===== src/uat_pkg.sv =====
// Shared codes, widths and the search token type for the unordered array table.
package uat_pkg;

    localparam int WORD_W   = 32;
    localparam int CMD_W    = 3;
    localparam int SLOT_W   = 8;
    localparam int STATUS_W = 2;
    localparam int FILL_W   = 9;

    localparam logic [CMD_W-1:0] CMD_APPEND = 3'd0;
    localparam logic [CMD_W-1:0] CMD_SET    = 3'd1;
    localparam logic [CMD_W-1:0] CMD_DELETE = 3'd2;
    localparam logic [CMD_W-1:0] CMD_GET    = 3'd3;
    localparam logic [CMD_W-1:0] CMD_FIND   = 3'd4;

    localparam logic [STATUS_W-1:0] ST_OK      = 2'd0;
    localparam logic [STATUS_W-1:0] ST_FULL    = 2'd1;
    localparam logic [STATUS_W-1:0] ST_RANGE   = 2'd2;
    localparam logic [STATUS_W-1:0] ST_MISSING = 2'd3;

    // Control part of the token that walks down the row of cells.
    typedef struct packed {
        logic valid;
        logic found;
    } uat_tok_t;

endpackage


===== src/uat_cell.sv =====
// One table cell: holds a single entry and passes the search token to its neighbor.
module uat_cell
    import uat_pkg::*;
#(
    parameter int INDEX = 0,
    parameter int IDX_W = 8,
    parameter int CNT_W = 9
)
(
    input  logic                     clk,
    input  logic                     rst_n,
    input  logic signed [WORD_W-1:0] word,
    input  logic [SLOT_W-1:0]        slot,
    input  logic [CNT_W-1:0]         count,
    input  uat_tok_t                 tok_in,
    input  logic [IDX_W-1:0]         hit_in,
    input  logic signed [WORD_W-1:0] rdata_in,
    input  logic signed [WORD_W-1:0] last_in,
    output uat_tok_t                 tok_out,
    output logic [IDX_W-1:0]         hit_out,
    output logic signed [WORD_W-1:0] rdata_out,
    output logic signed [WORD_W-1:0] last_out,
    input  logic                     wr_en,
    input  logic signed [WORD_W-1:0] wr_word
);

    localparam int SW = (CNT_W > SLOT_W) ? CNT_W : SLOT_W;
    localparam logic [SW-1:0]    MY_POS  = SW'(INDEX);
    localparam logic [CNT_W-1:0] MY_IDX  = CNT_W'(INDEX);
    localparam logic [CNT_W-1:0] MY_NEXT = CNT_W'(INDEX + 1);
    localparam logic [IDX_W-1:0] MY_HIT  = IDX_W'(INDEX);

    logic signed [WORD_W-1:0] entry_reg;
    uat_tok_t                 tok_reg, tok_next;
    logic [IDX_W-1:0]         hit_reg, hit_next;
    logic signed [WORD_W-1:0] rdata_reg, rdata_next;
    logic signed [WORD_W-1:0] last_reg, last_next;
    logic                     in_range;
    logic                     match;

    assign in_range = (MY_IDX < count);
    assign match    = tok_in.valid && in_range && !tok_in.found && (entry_reg == word);

    always_comb
    begin
        tok_next.valid = tok_in.valid;
        tok_next.found = tok_in.found | match;
        hit_next       = match ? MY_HIT : hit_in;
        rdata_next     = (tok_in.valid && (SW'(slot) == MY_POS)) ? entry_reg : rdata_in;
        last_next      = (tok_in.valid && in_range && (count == MY_NEXT)) ? entry_reg : last_in;
    end

    always_ff @(posedge clk or negedge rst_n)
    begin
        if (!rst_n)
        begin
            tok_reg <= '0;
        end
        else
        begin
            tok_reg <= tok_next;
        end
    end

    always_ff @(posedge clk)
    begin
        hit_reg   <= hit_next;
        rdata_reg <= rdata_next;
        last_reg  <= last_next;
        if (wr_en)
        begin
            entry_reg <= wr_word;
        end
    end

    assign tok_out   = tok_reg;
    assign hit_out   = hit_reg;
    assign rdata_out = rdata_reg;
    assign last_out  = last_reg;

endmodule


===== config.mk =====
export PLATFORM = sky130hd
export DESIGN_NAME = uat_cell
export DESIGN_NICKNAME = d
export VERILOG_FILES = /design/src/uat_pkg.sv /design/src/uat_cell.sv
export SDC_FILE = /design/constraint.sdc
export NUM_CORES = 1
export LEC_CHECK = 0
export BUFFER_PORTS_ARGS = -buffer_cell sky130_fd_sc_hd__buf_2
export CORE_UTILIZATION = 35
export CTS_BUF_LIST = sky130_fd_sc_hd__clkbuf_4 sky130_fd_sc_hd__clkbuf_8
export DETAILED_ROUTE_END_ITERATION = 7
export PLACE_DENSITY = 0.7
export SLEW_MARGIN = 20
export SYNTH_ARGS = -nofsm -noshare
export SYNTH_HDL_FRONTEND = slang
export SYNTH_SLANG_ARGS = --single-unit

===== constraint.sdc =====
create_clock -name clk -period 1.6 [get_ports clk]
set_input_delay 0.24 -clock clk [delete_from_list [all_inputs] [get_ports clk]]
set_output_delay 0.24 -clock clk [all_outputs]
set_load 0.005 [all_outputs]

==> impl_metrics.tcl, run 1 <==
set metrics [dict create \
    grt_pass1_wl_mm 14.9 \
    synth.cell_area_um2 3860 \
    total_power_uw 5160 \
    synthSimpleGateAreaFrac_pct 4.06 \
    nNetsFinal 670 \
    powerDensity_nw_per_um2 917 \
    vias 2897 \
    final_antenna_net_count 0 \
    die_h_um 107 \
    synth_edf_count 32 \
    synthFlopType "dfxtp_1" \
    ys_ff_latch 106 \
    synth_mux_area_share_pct 21.6 \
    clock-sinks 106 \
    netlist_top_cells_count "72 x dfxtp_1, 34 x mux2_2, 32 x edfxtp_1" \
    fin_area_um2 5630 \
    start_kind "flop" \
    path_max_fanout 7 \
    clk_pin_slew_ps 90 \
    ys_async_sr_fraction_pct 1.89 \
    clkLatencyLatePin_ps 380 \
    viasPerCell 4.44 \
    worst_pin_slew_ps 378 \
    cts_buffer_depth 2 \
    synth_xor_area_share_pct 7.27 \
    area_growth_pct 46.1 \
    cts-buffers-inserted 9 \
    finClkSkew_ps 11.8 \
    drt-initial-drc-count 78 \
    grt_util_all_layers_pct 17.9 \
    num_io_pins 232 \
    slew_headroom_pct 74.6 \
    hold_viol 0 \
    syn_avg_cell_area_um2 15.7 \
    avgRoutedWirePerCell_um 15.5 \
    drc_errors 0 \
    drive_above_1_share_pct 67.3 \
    diodes 0 \
    ys_top_cells_by_area "dfxtp_1 37%, edfxtp_1 25%, mux2_4 12%" \
    dieArea_um2 11400 \
    seq_area_frac_synth_pct 63.6 \
    critical_path_class "reg2reg" \
    io_buffers 231 \
    grt_antenna_before_repair 0 \
    worst_hold_slack_ps 32.0 \
    status "completed" \
    grt_pass1_vias 3056 \
    ys_types 23 \
    num_rows 37 \
    routed_wl_mm 10.1 \
    dr.pass1.iters 4 \
    yosys.area_share.adder_pct 0 \
    min_period_over_period_pct 95.4 \
    worstSetupEndpointType "flop" \
    syn_nets 403 \
    finalSetupViolations 0 \
    crit_required_ps 1860 \
    leakage_uw 0.00271 \
    synth_area_leader_cell "dfxtp_1" \
    synth_compound_area_share_pct 1.52 \
    htreeDepth 3 \
    grt_setup_unrepaired "yes" \
    fmax_ghz 0.655 \
    netlist_instances 245 \
    cts_tree "yes" \
    cp.arrival_ps 1780 \
    dp_hpwl_mm 8.22 \
    synth_most_common_cell "dfxtp_1" \
    initial_core_util_pct 36.7 \
    place_area_um2 5360 \
    coreArea_um2 10500 \
    grt_max_degree 23 \
    yosysWarnings 0 \
    vdd_drop_max_mv 0.719 \
    min_path_type "in2reg" \
    drv_slew 0 \
    globalplace.congestion 0.798 \
    root_buffer "clkbuf_8" \
    gr-total-overflow 0 \
    synth_top_family_by_area "multiplexers" \
    maxCapViolations 0 \
    period_needed_ps 1530 \
    synth_top_area_share_pct 37.4 \
    die_x_um 107 \
]
==> where the power goes <==
part | internal (uW) | leakage [uW] | switching [uW]
clock | 671 | 0.0000962 | 823
combinational | 416 | 0.00167 | 236
sequential | 2940 | 0.000944 | 78.3
==> area by class of cell <==
class	count	area (um2)
clock buffer	15	169
clock inverter	1	5.00
fill	921	4870
inverter	8	30.0
multi-input combinational	125	1370
sequential	106	2450
tap	136	170
timing repair buffer	262	1440
==> metrics by stage <==
stage                     utilization, %  worst slack [ps]  TNS [ps]  cells
after floorplan                        -             0.803         0    245
after global placement              51.0              -135     -4940    629
after detailed placement            51.0              -170     -5710    629
after CTS                           53.0              1.69         0    649
after global routing                53.6             -52.3      -350    653
final                               53.6              73.7         0    653
==> cell families (layout without fill, tap and decap cells) <==
kind of cell | Yosys count | after routing
DFF | 106 | 106
buffers and inverters | 14 | 286
AOI/OAI and AO/OA | 9 | 9
muxes | 64 | 64
xor gates and xnor gates | 32 | 32
and+or+nand+nor | 20 | 20
==> placed cells by master (no fill, tap or decap) <==
cell / n
dfrtp_1: 2
nand4_1: 8
buf_4: 23
clkinv_2: 1
mux2_4: 30
mux2_2: 34
nand3_1: 1
buf_2: 231
nor4_4: 1
xnor2_1: 28
dlygate4sd3_1: 5
nor3_1: 1
dfxtp_1: 72
buf_12: 3
nor2_4: 1
nor2_1: 2
nor4b_2: 1
or4_4: 2
clkbuf_8: 9
a31o_2: 1
nor4_1: 1
xnor2_2: 3
edfxtp_1: 32
xor2_1: 1
a31oi_1: 8
clkbuf_4: 6
nor4_2: 1
inv_1: 8
nand3_4: 1
==> metal layers <==
| metal | vias to the layer above | track usage [%] | part of all wire [%] | wire length (um) |
|---|---|---|---|---|
| li1 | 1409 | - | - | - |
| met1 | 1330 | 19.1 | 39 | 3930 |
| met2 | 146 | 32.1 | 52 | 5260 |
| met3 | 12 | 7.11 | 7.9 | 800 |
| met4 | 0 | 5.97 | 1.1 | 109 |
| met5 | - | 0 | 0 | 0 |
==> worst paths after layout <==
path	slack [ps]	end	from	cells after the start
hold / removal	30	entry_reg[7]	wr_word[7]	1
min in group asynchronous	180	tok_out[0]	rst_n	2
setup reg to reg	70	hit_out[4]	entry_reg[21]	5
max in group asynchronous	1320	tok_out[1]	rst_n	2
hold reg to reg	560	last_out[4]	entry_reg[4]	1
setup / recovery	70	hit_out[4]	entry_reg[21]	5
==> worst max-delay path: stages, from the launching register on <==
cell,delay (ps)
edfxtp_1,410
xnor2_1,170
nand4_1,210
nor4_4,330
buf_4,190
a31oi_1,90
==> repair_timing <==
action / in CTS / in global routing
pin swaps: 3 / 8
hold buffers: 2 / 3
setup endpoints to repair: 9 / 9
hold endpoints to repair: 3 / 3
buffers inserted: 2 / 1
gates resized for setup: 1 / 3
Note: power is estimated with default switching activity, not from simulation.
==> run 2: changes to the inputs <==
Settings changed: BUFFER_PORTS_ARGS -buffer_cell sky130_fd_sc_hd__buf_2 to not set, DONT_BUFFER_PORTS set to 1, PLACE_DENSITY 0.7 to 0.61.
==> run 2 against run 1 <==
  * The run now fails in 4_1_cts
  * Synthesized cell count unchanged
  * Synthesized area stayed put
==> impl_metrics.tcl, run 2 <==
set metrics [dict create \
    status "stopped before the end" \
    haltStage "4_1_cts" \
    stop_error "[ERROR RSZ-0060] Max buffer count reached." \
    clock-sinks 106 \
    synthFlopType "dfxtp_1" \
    syn_nets 403 \
    root_buffer "clkbuf_8" \
    ys_top_cells_by_area "dfxtp_1 37%, edfxtp_1 25%, mux2_4 12%" \
    syn_avg_cell_area_um2 15.7 \
    globalplace.congestion 0.704 \
    cts_buffer_depth 2 \
    synth_edf_count 32 \
    dp_slack_ps -205 \
    ys_ff_latch 106 \
    synth_top_area_share_pct 37.4 \
    synth_most_common_cell "dfxtp_1" \
    synth_area_leader_cell "dfxtp_1" \
    seq_area_frac_synth_pct 63.6 \
    synth_mux_area_share_pct 21.6 \
    place_area_um2 4180 \
    yosys.area_share.adder_pct 0 \
    netlist_instances 245 \
    synth_compound_area_share_pct 1.52 \
    die_h_um 107 \
    synth_xor_area_share_pct 7.27 \
    synthSimpleGateAreaFrac_pct 4.06 \
    cts-buffers-inserted 9 \
    synth.cell_area_um2 3860 \
    dp_hpwl_mm 6.77 \
    synth_top_family_by_area "multiplexers" \
    ys_async_sr_fraction_pct 1.89 \
    cts_setup_buffers 1 \
    ys_types 23 \
    initial_core_util_pct 36.7 \
    die_x_um 107 \
    ctsHoldBuffers 101 \
    num_io_pins 232 \
    io_buffers 0 \
    post_cts_resize_count 1 \
    htreeDepth 3 \
    num_rows 37 \
    netlist_top_cells_count "72 x dfxtp_1, 34 x mux2_2, 32 x edfxtp_1" \
    yosysWarnings 0 \
]
[run 2: cell counts after synthesis]
Identical to the previous run, type by type.
[run 2: through the flow]
step | instances | util [%]
global placement | 397 | 39.8
floorplan | 245 | -
detailed placement | 397 | 39.8
[run 2: kinds of logic after synthesis]
| kind of cell | Yosys count |
|---|---|
| flip-flops | 106 |
| multiplexers | 64 |
| XOR/XNOR | 32 |
| AND/OR/NAND/NOR | 20 |
| buffers and inverters | 14 |
| AO/OA/AOI/OAI | 9 |
==> run 3: changes to the inputs <==
Settings changed: CORE_UTILIZATION 35 to 20, CTS_BUF_LIST sky130_fd_sc_hd__clkbuf_4 sky130_fd_sc_hd__clkbuf_8 to not set, PLACE_DENSITY 0.61 to not set, PLACE_DENSITY_LB_ADDON set to 0.15.
Clock period 1.6 ns to 2.1 ns, I/O delays scaled along.
==> run 3 against run 2 <==
  * The flow now finishes without violations
==> impl_metrics.tcl, run 3 (synthesized netlist as in run 1, its figures left out) <==
set metrics [dict create \
    drt-initial-drc-count 35 \
    gr-total-overflow 0 \
    io_buffers 0 \
    critical_path_class "reg2reg" \
    vias 2014 \
    r2r_cells 5 \
    p_sw_uw 975 \
    dp_hpwl_mm 7.87 \
    grt_setup_unrepaired "no" \
    clkPwrFrac_pct 39.5 \
    avgRoutedWirePerCell_um 19.9 \
    intPower_uw 3200 \
    num_io_pins 232 \
    clkLatencyLatePin_ps 350 \
    share_seq_of_total_power_pct 56.0 \
    dr.pass1.iters 3 \
    cts_buffer_depth 2 \
    root_buffer "clkbuf_16" \
    post_cts_resize_count 0 \
    period_needed_ps 1700 \
    min_period_over_period_pct 80.8 \
    hold_end "entry_reg[28]" \
    finalSetupViolations 0 \
    leakage_uw 0.00170 \
    fin_ws_ps 402 \
    rrSetupSlack_ps 400 \
    diodes 0 \
    final_common_cell "dfxtp_1" \
    r2r-start "entry_reg[28]" \
    cts-buffers-inserted 9 \
    worstSetupEndpointType "flop" \
    fill_cells 1963 \
    worstHoldStart "wr_word[28]" \
    crit_required_ps 2390 \
    min_path_type "in2reg" \
    final.setup.tns_ps 0 \
    path_max_fanout 9 \
    area_growth_pct 16.6 \
    grt_pass1_wl_mm 14.7 \
    num_rows 50 \
    finClkSkew_ps 9.95 \
    r2r_end "tok_out[0]" \
    fmax_ghz 0.589 \
    seq_area_um2 2450 \
    p_sw_share_pct 23.4 \
    initial_core_util_pct 20.5 \
    clk_pin_slew_ps 80 \
    placed_cells 505 \
    fin_cells 523 \
    drc_errors 0 \
    dieArea_um2 19800 \
    hold_viol 0 \
    maxCapViolations 0 \
    dp_slack_ps 223 \
    powerDensity_nw_per_um2 928 \
    grt_util_all_layers_pct 10.6 \
    cts_setup_buffers 0 \
    nNetsFinal 416 \
    die_h_um 141 \
    combPwrFrac_pct 4.6 \
    die_x_um 141 \
    multi_input_area_um2 1330 \
    viasPerCell 3.85 \
    coreArea_um2 18800 \
    start_kind "flop" \
    worst_hold_slack_ps 49.3 \
    globalplace.congestion 0.673 \
    worst_pin_slew_ps 330 \
    cp.arrival_ps 1990 \
    cts_tree "yes" \
    grt_max_degree 33 \
    clock-sinks 106 \
    layout_common_cells "72 x dfxtp_1, 34 x mux2_2, 32 x edfxtp_1" \
    vdd_drop_max_mv 0.404 \
    routed_wl_mm 10.4 \
    htreeDepth 3 \
    hold_depth 0 \
    drv_slew 0 \
    slew_headroom_pct 77.8 \
    final_antenna_net_count 0 \
    status "completed" \
    grt_antenna_before_repair 1 \
    grt_pass1_vias 2313 \
    drive_above_1_share_pct 35.4 \
]
[run 3: worst max-delay path, cell delays in order, from the launching register on]
cell      delay, ps
edfxtp_1        430
xnor2_1         200
nand4_1         290
nor4_2          350
buf_4           200
a31o_2          160
[run 3: how the worst max path moves through the flow]
| stage | start | to | slack (ps) | cells past startpoint |
|---|---|---|---|---|
| finish | entry_reg[28] | tok_out[0] | 400 | 5 |
| global route | entry_reg[28] | hit_out[3] | 300 | 5 |
| CTS | entry_reg[28] | tok_out[0] | 370 | 5 |
| detailed placement | count[3] | tok_out[0] | 220 | 5 |
| global placement | count[3] | tok_out[0] | 230 | 5 |
| floorplan | count[3] | last_out[10] | 410 | 5 |
[run 3: through the flow]
stage	total power [uW]	instance area, um2	util (%)
3_5_place_dp	2580	4190	22.3
5_1_grt	4370	4500	23.9
2_1_floorplan	2510	3860	-
6_report	4170	4500	23.9
4_1_cts	4280	4500	23.9
3_3_place_gp	2580	4190	22.3
[run 3: power by group through the flow]
stage | sequential (uW) | combinational (uW) | clock, uW
floorplan | 2350 | 158 | 0
global placement | 2390 | 189 | 0
detailed placement | 2390 | 192 | 0
CTS | 2340 | 197 | 1740
global route | 2350 | 210 | 1800
finish | 2330 | 191 | 1650
[run 3: per-layer routing]
metal / global-route usage, % / up-vias / routed length [um]
li1: - / 900 / -
met1: 11.2 / 963 / 3990
met2: 17.9 / 136 / 5130
met3: 5.37 / 13 / 1080
met4: 4.46 / 2 / 170
met5: 0 / - / 13
[run 3: layout make-up]
cell class,instances,share of cell area (%)
clock inverter,7,1.31
sequential,106,54.5
tap,260,7.23
clock buffer,9,5.01
multi-input combinational,125,29.5
inverter,8,0.668
timing repair buffer,8,1.72
[run 3: what timing repair did]
item	CTS	global route
hold endpoints to repair	3	0
setup endpoints to repair	0	0
hold buffers	2	0
==> run 4: changes to the inputs <==
Clock period 2.1 ns to 1.7 ns, I/O delays scaled along.
==> run 4 against run 3 <==
  * Critical endpoint unchanged
  * Largest cell class unchanged
  * Cell count rose by 12%
  * Worst setup slack got worse by 430 ps
  * Critical path depth did not move
  * Highest routed layer unchanged
  * The run now ends with setup timing left
  * Die area did not move
==> impl_metrics.tcl, run 4 (synthesized netlist as in run 1, its figures left out) <==
set metrics [dict create \
    status "finished with violations" \
    violations "setup timing" \
    coreArea_um2 18800 \
    placed_cells 521 \
    worstSetupEndpointType "flop" \
    place_area_um2 4330 \
    route.met3.wl_mm 1.02 \
    maxCapViolations 0 \
    grt_setup_unrepaired "yes" \
    finClkSkew_ps 11.0 \
    leakage_uw 0.00203 \
    diodes 0 \
    period_needed_ps 1730 \
    fin_ws_ps -29.2 \
    min_path_type "in2reg" \
    slew_headroom_pct 70.3 \
    vdd_drop_max_mv 0.429 \
    cts-buffers-inserted 9 \
    grt_max_degree 27 \
    cts_tree "yes" \
    fill_cells 1973 \
    dieArea_um2 19800 \
    finalSetupViolations 4 \
    io_buffers 0 \
    final_antenna_net_count 0 \
    cpMaxStageDelayCell "nor4_4" \
    worst_pin_slew_ps 445 \
    cts_buffer_depth 2 \
    final_common_cell "dfxtp_1" \
    critical_path_class "reg2reg" \
    vias 2278 \
    final.setup.tns_ps -76.3 \
    hold_viol 0 \
    drt-initial-drc-count 69 \
    cp.arrival_ps 2020 \
    root_buffer "clkbuf_16" \
    drv_slew 0 \
    grt_pass1_vias 2599 \
    drc_errors 0 \
    routed_wl_mm 11.0 \
    dp_slack_ps -325 \
    path_max_fanout 4 \
    clock-sinks 106 \
    globalplace.congestion 0.663 \
    cp_top_family "simple AND/OR/NAND/NOR gates" \
    dr_wl_met2_mm 5.67 \
    top_layer "met5" \
    die_h_um 141 \
    grt_antenna_before_repair 1 \
    drive_above_1_share_pct 36.0 \
    clkLatencyLatePin_ps 360 \
    num_io_pins 232 \
    gr-total-overflow 0 \
    fmax_ghz 0.578 \
    initial_core_util_pct 20.5 \
    crit_required_ps 1990 \
    dr.pass1.iters 4 \
    fin_area_um2 5150 \
    grt_pass1_wl_mm 16.1 \
    htreeDepth 3 \
    wl_met1_mm 4.11 \
    crit_path_cell_trace "xnor2_1 > nand4_1 > nor4_4 > buf_2 > a31o_2" \
    fin_cells 585 \
    layout_common_cells "72 x dfxtp_1, 40 x dlygate4sd3_1, 34 x mux2_2" \
    cp_slowest_stage_delay_ps 450 \
    worstPathBufferInverterCount 1 \
    worst_hold_slack_ps 21.5 \
    clk_pin_slew_ps 70 \
    powerDensity_nw_per_um2 1090 \
    start_kind "flop" \
    avgRoutedWirePerCell_um 18.8 \
    die_x_um 141 \
    viasPerCell 3.89 \
    area_growth_pct 33.6 \
    dp_hpwl_mm 8.13 \
    num_rows 50 \
    grt_util_all_layers_pct 11.4 \
    min_period_over_period_pct 102 \
    nNetsFinal 478 \
]
run 4: where the power goes:
part	total (uW)	switching (uW)	internal, uW
sequential	2870	102	2770
combinational	389	127	263
clock	2330	983	1350
run 4: layout make-up:
class,count,area (um2),share of cell area [%]
Clock inverter,6,95.1,1.85
Timing Repair Buffer,70,664,12.9
Inverter,8,30.0,0.583
Clock buffer,10,239,4.64
Sequential cell,106,2450,47.6
Tap cell,260,325,6.31
Multi-Input combinational cell,125,1350,26.1
run 4: worst paths after layout:
path,to,slack (ps),depth (start not counted),start
max in group asynchronous,tok_out[1],1430,1,rst_n
worst max-delay path,tok_out[0],-30,5,entry_reg[27]
min in group asynchronous,tok_out[0],140,1,rst_n
worst min register to register,last_out[2],550,1,entry_reg[2]
worst min-delay path,hit_out[0],20,2,hit_in[0]
worst max register to register,tok_out[0],-30,5,entry_reg[27]
run 4: repair_timing:
item | in CTS | in global routing
hold endpoints to repair | 66 | 6
hold buffers | 40 | 1
gates cloned | 1 | 0
resized for setup | 4 | 0
pin swaps | 13 | 5
buffers inserted | 6 | 0
endpoints found under the setup margin | 9 | 9
run 4: metal layers:
layer	vias to the layer above	GRT usage (%)
met5	-	0
met1	1106	11.6
li1	1021	-
met3	13	5.37
met4	2	4.29
met2	136	20.3
run 4: stage by stage:
step	util (%)	power [uW]
2_1_floorplan	-	3100
3_3_place_gp	23.0	3210
3_5_place_dp	23.0	3210
4_1_cts	27.3	5710
5_1_grt	27.4	5830
6_report	27.4	5590
